**src/design/lmab_pkg.sv**
```systemverilog
// Shared types and constants of the label map adjacency builder.
// No dependencies; imported by every module of the block.
package lmab_pkg;

  localparam int LBL_W     = 8;   // label width
  localparam int CFG_W     = 11;  // register data width
  localparam int CFG_IDX_W = 2;   // register index width
  localparam int HEIGHT_MAX = 1024;

  // Register indexes
  localparam logic [CFG_IDX_W-1:0] REG_IMAGE_WIDTH  = 2'd0;
  localparam logic [CFG_IDX_W-1:0] REG_IMAGE_HEIGHT = 2'd1;

  // Output queue
  localparam int OUT_DEPTH = 4;
  localparam int OUT_PTR_W = 2;
  localparam int OUT_CNT_W = 3;

  // Pair sequencer
  localparam logic [2:0] SEQ_LAST = 3'd5;

  // Window handed from the row stage to the checker
  typedef struct packed {
    logic             is_cmd;
    logic [LBL_W-1:0] ul;
    logic [LBL_W-1:0] left;
    logic [LBL_W-1:0] above;
    logic [LBL_W-1:0] cur;
  } win_tok_t;

  // One edge result
  typedef struct packed {
    logic [LBL_W-1:0] lo;
    logic [LBL_W-1:0] hi;
    logic             last;
  } edge_t;

  // Checker status seen by the row stage
  typedef struct packed {
    logic clearing;
  } ckr_stat_t;

  typedef enum logic [2:0] {
    CK_IDLE  = 3'b001,
    CK_CHECK = 3'b010,
    CK_CLEAR = 3'b100
  } ckr_state_e;

endpackage

```
**src/design/lmab_out_fifo.sv**
```systemverilog
// Small edge result queue in front of the output port.
// Depends on lmab_pkg.
module lmab_out_fifo import lmab_pkg::*; (
  input  logic                 clk_i,
  input  logic                 rst_ni,
  input  logic                 push_i,
  input  edge_t                push_data_i,
  input  logic                 pop_i,
  output logic                 valid_o,
  output edge_t                head_o,
  output logic [OUT_CNT_W-1:0] cnt_o
);

  edge_t                 ent_q [OUT_DEPTH];
  logic [OUT_PTR_W-1:0]  wr_ptr_q, rd_ptr_q;
  logic [OUT_CNT_W-1:0]  cnt_q;

  assign valid_o = (cnt_q != '0);
  assign head_o  = ent_q[rd_ptr_q];
  assign cnt_o   = cnt_q;

  always_ff @(posedge clk_i or negedge rst_ni) begin
    if (!rst_ni) begin
      wr_ptr_q <= '0;
      rd_ptr_q <= '0;
      cnt_q    <= '0;
    end else begin
      if (push_i) wr_ptr_q <= wr_ptr_q + OUT_PTR_W'(1);
      if (pop_i)  rd_ptr_q <= rd_ptr_q + OUT_PTR_W'(1);
      cnt_q <= cnt_q + OUT_CNT_W'(push_i) - OUT_CNT_W'(pop_i);
    end
  end

  always_ff @(posedge clk_i) begin
    if (push_i) ent_q[wr_ptr_q] <= push_data_i;
  end

endmodule

```
**config.mk**
```make
export PLATFORM = sky130hd
export DESIGN_NAME = lmab_out_fifo
export DESIGN_NICKNAME = d
export VERILOG_FILES = /design/src/design/lmab_pkg.sv /design/src/design/lmab_out_fifo.sv
export SDC_FILE = /design/constraint.sdc
export NUM_CORES = 1
export LEC_CHECK = 0
export BUFFER_PORTS_ARGS = -buffer_cell sky130_fd_sc_hd__buf_4
export CAP_MARGIN = 20
export CORE_ASPECT_RATIO = 2
export CORE_MARGIN = 4
export CORE_UTILIZATION = 58
export CTS_BUF_LIST = sky130_fd_sc_hd__clkbuf_4
export DETAILED_ROUTE_END_ITERATION = 6
export PLACE_DENSITY = 0.78
export SLEW_MARGIN = 20
export SYNTH_ARGS = -nofsm -noshare
export SYNTH_HDL_FRONTEND = slang
export SYNTH_SLANG_ARGS = --single-unit
```
**constraint.sdc**
```tcl
create_clock -name clk_i -period 2.3 [get_ports clk_i]
set_input_delay 0.23 -clock clk_i [delete_from_list [all_inputs] [get_ports clk_i]]
set_output_delay 0.23 -clock clk_i [all_outputs]
set_load 0.02 [all_outputs]
```
==> metrics.cfg, run 1 <==
[outcome]
status=finished, final reports clean

[clock_tree]
cts_tree=built
worstSkewPairLatency_ns=0.40
ctsHtreeMaxLevel=3
cts_buffers=9
cts_root_buf=clkbuf_4
clock-sinks=75
clock_path_buffers=2
postCtsSetupRepairBufs=0
clk_pin_slew_ns=0.11

[floorplan]
io_pins=42
die_y_um=108
rows=36
core_um2=4860
fp.dieArea_um2=6230
start_util_pct=59.2
fp.dieW_um=57.8

[layout]
fill_cells=292
drive_above_1_share_pct=35.0
final_common_cell=edfxtp_1
num_antenna_cells=0
area_growth_pct=24.3
nets=223
layout_common_cells=edfxtp_1 (68), buf_4 (47), dlygate4sd3_1 (19)

[timing]
rsz0062_at_grt=no
slew_headroom_pct=76.5
clock_skew_ns=0.0114
layout_min_cycle_time_ns=2.15
tns_ns=0
timing.final.hold_violations=0
tightest_slew_ns=0.353
report.final.slew_viol_count=0
hold_slack_ns=0.0379
fin_crit_sh_pct=93.3
max_freq_ghz=0.466
setup_viol=0

[detailed_routing]
wl_per_cell_um=19.0
vias=1406
ant_nets=0
vias_per_cell=5.47
drc=0
drtIter0Drc=57
drt-total-wl_um=4870
drt_pass1_iterations=5

[synthesis]
synth_fa_ha_area_share_pct=3.30
synth_seq_cells=75
synth_compound_area_share_pct=0.174
syn_nets=150
synth-xor-area-share_pct=1.52
syn_inst=122
netlist_area_um2=2880
syn_avg_cell_area_um2=23.6
ys_seq_area_share_pct=77.0
synthMuxAreaShare_pct=14.5
yosysUniqueCellTypes=16
synth_top_family_by_area=multiplexers
synth_simple_gate_area_share_pct=1.35
yosysWarnings=0

[power_and_ir_drop]
leakage_uw=0.00135
power_switching_uw=1360
irDropWorstVdd_v=0.000850
swShare_pct=32.1
cell_internal_pwr_uw=2880
combPwrFrac_pct=37.4
clkPwrFrac_pct=17.1
seqPwrFrac_pct=45.5
power.total_uw=4240
p_per_area_nw_per_um2=1180

[placed_design]
routabilityCongestion=0.689
port_buffers=41
dp_hpwl_um=3430

[critical_path]
cp-start-kind=flip-flop
path_max_fanout=17
critPathKind=reg2out
cp.arrival_ns=1.92
worst_setup_path_end_kind=primary output
required_ns=2.07

[grt]
grt_max_degree=18
antenna_found_initial=0
grt_pass1_wl_um=8000
grt_usage_pct=18.8
grt_pass1_vias=1543
overflow=0

[min_path]
hp-class=in2reg

[flow_run]
cap_violations=0

## timing repair
action                    CTS  global route
gates resized for setup     0             0
hold endpoints to repair   50            24
hold buffers               13             6
## worst max-delay path, stage by stage (launching register included)
cell     delay [ns]
dfrtp_1        0.41
buf_4          0.32
mux4_1         0.60
buf_4          0.18
## synthesized netlist by cell type
| cell type | number | area [µm²] |
|---|---|---|
| inv_1 | 6 | 22.5 |
| buf_6 | 1 | 11.3 |
| nand2_1 | 2 | 7.51 |
| buf_2 | 2 | 10.0 |
| ha_1 | 6 | 75.1 |
| or3_1 | 1 | 6.26 |
| xor2_1 | 2 | 17.5 |
| mux4_2 | 8 | 180 |
| edfxtp_1 | 68 | 2040 |
| xnor2_1 | 3 | 26.3 |
| dfrtp_1 | 7 | 175 |
| buf_12 | 1 | 20.0 |
| mux4_1 | 9 | 236 |
| and2_1 | 4 | 25.0 |
| fa_1 | 1 | 20.0 |
| o21ai_0 | 1 | 5.00 |
## power groups by stage
stage	combinational, µW	sequential [µW]	clock [µW]
floorplan	1030	1930	0
detailed placement	1590	1960	0
CTS	1620	1930	750
finish	1580	1930	726
global placement	1520	1930	0
global route	1700	1950	832
## kinds of logic (layout without fill, tap and decap cells)
| logic type | count (synthesis) | count (layout) |
|---|---|---|
| buffers and inverters | 10 | 88 |
| adder cells (fa/ha/maj) | 7 | 7 |
| XOR/XNOR | 5 | 5 |
| multiplexers | 17 | 17 |
| flip-flops | 75 | 75 |
| AO/OA/AOI/OAI | 1 | 1 |
| AND/OR/NAND/NOR | 7 | 7 |
## registers in the layout, indices dropped and copies added, names as in the netlist
| signal | cells |
|---|---|
| cnt_o | 3 |
| ent_q | 68 |
| rd_ptr_q | 2 |
| wr_ptr_q | 2 |
## final cells by class
cell class                 count  area [µm²]  share of cell area, %
inverter                       6        22.5                  0.629
multi-input combinational     37         599                   16.7
sequential                    75        2220                   61.9
clock inverter                 7        58.8                   1.64
tap                           57        71.3                   1.99
clock buffer                   9        67.6                   1.89
timing repair buffer          66         543                   15.2
## per-stage QoR
stage | setup slack, ns | area, µm² | cells | util (%)
2_1_floorplan | 0.572 | 2880 | 122 | -
3_3_place_gp | 0.616 | 3260 | 222 | 67.1
3_5_place_dp | 0.578 | 3260 | 222 | 67.1
4_1_cts | 0.100 | 3520 | 251 | 72.4
5_1_grt | 0.0362 | 3580 | 257 | 73.6
6_report | 0.155 | 3580 | 257 | 73.6
## path summary, 6_finish.rpt
| kind | startpoint | endpoint | slack, ns | cells past startpoint |
|---|---|---|---|---|
| worst min-delay path | push_i | wr_ptr_q[0]$_DFFE_PN0P_ | 0.04 | 2 |
| worst max-delay path | rd_ptr_q[0]$_DFFE_PN0P_ | head_o[7] | 0.15 | 3 |
| max in group asynchronous | rst_ni | cnt_o[2]$_DFF_PN0_ | 2.02 | 2 |
| worst max register to register | cnt_o[0]$_DFF_PN0_ | cnt_o[2]$_DFF_PN0_ | 0.56 | 7 |
| worst min register to register | rd_ptr_q[0]$_DFFE_PN0P_ | rd_ptr_q[0]$_DFFE_PN0P_ | 0.51 | 1 |
| min in group asynchronous | rst_ni | rd_ptr_q[1]$_DFFE_PN0P_ | 0.15 | 2 |
## metal layers
metal	GRT usage, %	share of wire (%)	up-vias	wire length (µm)
met2	33.5	57	53	2790
met5	0	0	-	0
met4	9.78	2.8	0	136
met3	5.76	5.6	15	275
met1	19.0	34	691	1680
li1	-	-	647	-
(Power assumes the default switching activity.)
==> inputs of run 2 (changes only) <==
--- a/config.mk
+++ b/config.mk
@@ -9,10 +9,11 @@
 export CAP_MARGIN = 20
 export CORE_ASPECT_RATIO = 2
 export CORE_MARGIN = 4
-export CORE_UTILIZATION = 58
+export CORE_UTILIZATION = 50
 export CTS_BUF_LIST = sky130_fd_sc_hd__clkbuf_4
+export CTS_CLUSTER_DIAMETER = 30
 export DETAILED_ROUTE_END_ITERATION = 6
-export PLACE_DENSITY = 0.78
+export PLACE_DENSITY_LB_ADDON = 0.3
 export SLEW_MARGIN = 20
 export SYNTH_ARGS = -nofsm -noshare
 export SYNTH_HDL_FRONTEND = slang
==> run 2 against run 1 <==
  * Wire length is 2.3% lower
  * Sequential cell count unchanged
  * Hold slack got worse by 0.0051 ns
  * Critical endpoint is now head_o[2]
  * Core utilization decreased by 6.7 points
==> metrics.cfg, run 2 (synthesized netlist as in run 1, its figures left out) <==
[outcome]
status=finished, final reports clean

[placed_design]
dp.cells=226
dp_hpwl_um=3190
detailedPlace.worstSlack_ns=0.556
port_buffers=41
routabilityCongestion=0.690

[grt]
grt_max_degree=18
overflow=0
grt_pass1_wl_um=7680
grt_pass1_vias=1532
grt_usage_pct=15.9
antenna_found_initial=0

[clock_tree]
clock_path_buffers=2
postCtsSetupRepairBufs=0
worstSkewPairLatency_ns=0.40
cts_buffers=9
clock-sinks=75
clk_pin_slew_ns=0.11
cts_root_buf=clkbuf_4
cts_tree=built
ctsHtreeMaxLevel=3

[power_and_ir_drop]
seqPwrFrac_pct=41.3
power.total_uw=4710
combPwrFrac_pct=33.1
p_per_area_nw_per_um2=1280
irDropWorstVdd_v=0.000933
power_switching_uw=1350
cell_internal_pwr_uw=3360
clkPwrFrac_pct=25.5
leakage_uw=0.00140
swShare_pct=28.6

[detailed_routing]
ant_nets=0
drt_pass1_iterations=4
drt-total-wl_um=4760
vias=1383
drc=0
drtIter0Drc=37
vias_per_cell=5.32
wl_per_cell_um=18.3

[layout]
num_antenna_cells=0
seqCellArea_um2=2220
largest_reg_flops=68
drive_above_1_share_pct=36.5
area_growth_pct=28.1
layout_common_cells=edfxtp_1 (68), buf_4 (48), dlygate4sd3_1 (18)
largest_register=ent_q
fill_cells=366
final_common_cell=edfxtp_1
final_cells=260
nets=223
multi_input_area_um2=599

[floorplan]
fp.dieArea_um2=7110
fp.dieW_um=61.7
die_y_um=115
start_util_pct=52.2
io_pins=42
core_um2=5520
rows=38

[critical_path]
cp.arrival_ns=1.86
startpoint=rd_ptr_q[0]$_DFFE_PN0P_
path_max_fanout=9
path_buf_inv=2
crit_top_cell=buf_4
worst_setup_path_end_kind=primary output
critPathKind=reg2out
crit_family=multiplexers
cp-start-kind=flip-flop
crit_slowest_cell=mux4_1
crit_chain=buf_4, mux4_1, buf_4
crit_path_max_incr_delay_ns=0.56
required_ns=2.07
rr_startpoint=cnt_o[0]$_DFF_PN0_

[timing]
fin_ws_ns=0.215
clock_skew_ns=0.0112
layout_min_cycle_time_ns=2.09
rsz0062_at_grt=no
tns_ns=0
fin_crit_sh_pct=90.7
timing.final.hold_violations=0
setup_viol=0
slew_headroom_pct=37.4
report.final.slew_viol_count=0
max_freq_ghz=0.480
tightest_slew_ns=0.939

[flow_run]
cap_violations=0

[min_path]
hp-class=in2reg
hold_path.startpoint=push_data_i[10]

## run 2: changes by cell type in the layout (fill, tap and decap cells not counted), sizes merged
cell,previous run,this run
clkbuf,9,11
buf,47,48
clkinv,6,0
dlygate4sd3,19,18
bufinv,1,5
## run 2: metrics by stage
| step | instance area, µm² | hold slack [ns] | utilization (%) |
|---|---|---|---|
| 2_1_floorplan | 2880 | -0.0656 | - |
| 3_3_place_gp | 3270 | 0.0487 | 59.4 |
| 3_5_place_dp | 3270 | 0.0506 | 59.4 |
| 4_1_cts | 3670 | 0.00134 | 66.5 |
| 5_1_grt | 3690 | 0.00586 | 66.9 |
| 6_report | 3690 | 0.0328 | 66.9 |
## run 2: cell type report
type,instances,share of cell area (%)
Sequential cell,75,60.1
Tap cell,60,2.04
Multi-Input combinational cell,37,16.2
Inverter,6,0.611
Clock buffer,11,2.24
Timing Repair Buffer,66,14.7
Clock inverter,5,4.07
## run 2: final timing paths
kind	to	depth (start not counted)	slack [ns]
max	head_o[2]	3	0.21
min	ent_q[2][10]$_DFFE_PP_	1	0.03
max reg2reg	cnt_o[2]$_DFF_PN0_	7	0.56
min reg2reg	wr_ptr_q[0]$_DFFE_PN0P_	1	0.56
max in group asynchronous	rd_ptr_q[0]$_DFFE_PN0P_	2	1.98
min in group asynchronous	rd_ptr_q[0]$_DFFE_PN0P_	2	0.19
## run 2: what timing repair did
| item | in CTS | in global routing |
|---|---|---|
| hold endpoints to repair | 62 | 8 |
| hold buffers | 16 | 2 |
| endpoints found under the setup margin | 0 | 1 |
| gates resized for setup | 0 | 1 |
## run 2: layer usage
metal | part of all wire [%] | vias to the layer above | GRT usage, %
li1 | - | 644 | -
met1 | 38 | 694 | 18.6
met2 | 55 | 35 | 25.8
met3 | 4.6 | 10 | 4.61
met4 | 2.3 | 0 | 8.07
met5 | 0 | - | 0
## run 2: worst register-to-register path: cells and delay by family, from the launching register on
family                     cells  cell delay [ns]
adders and majority gates      3             0.82
buffers and inverters          2             0.09
xor gates and xnor gates       2             0.38
DFF                            1             0.39
## run 2: power by group through the flow
| stage | clock network [µW] | registers [µW] | logic (µW) |
|---|---|---|---|
| floorplan | 0 | 1930 | 1030 |
| global placement | 0 | 1950 | 1530 |
| detailed placement | 0 | 1980 | 1570 |
| CTS | 1230 | 1950 | 1600 |
| global route | 1300 | 1980 | 1700 |
| finish | 1200 | 1950 | 1560 |
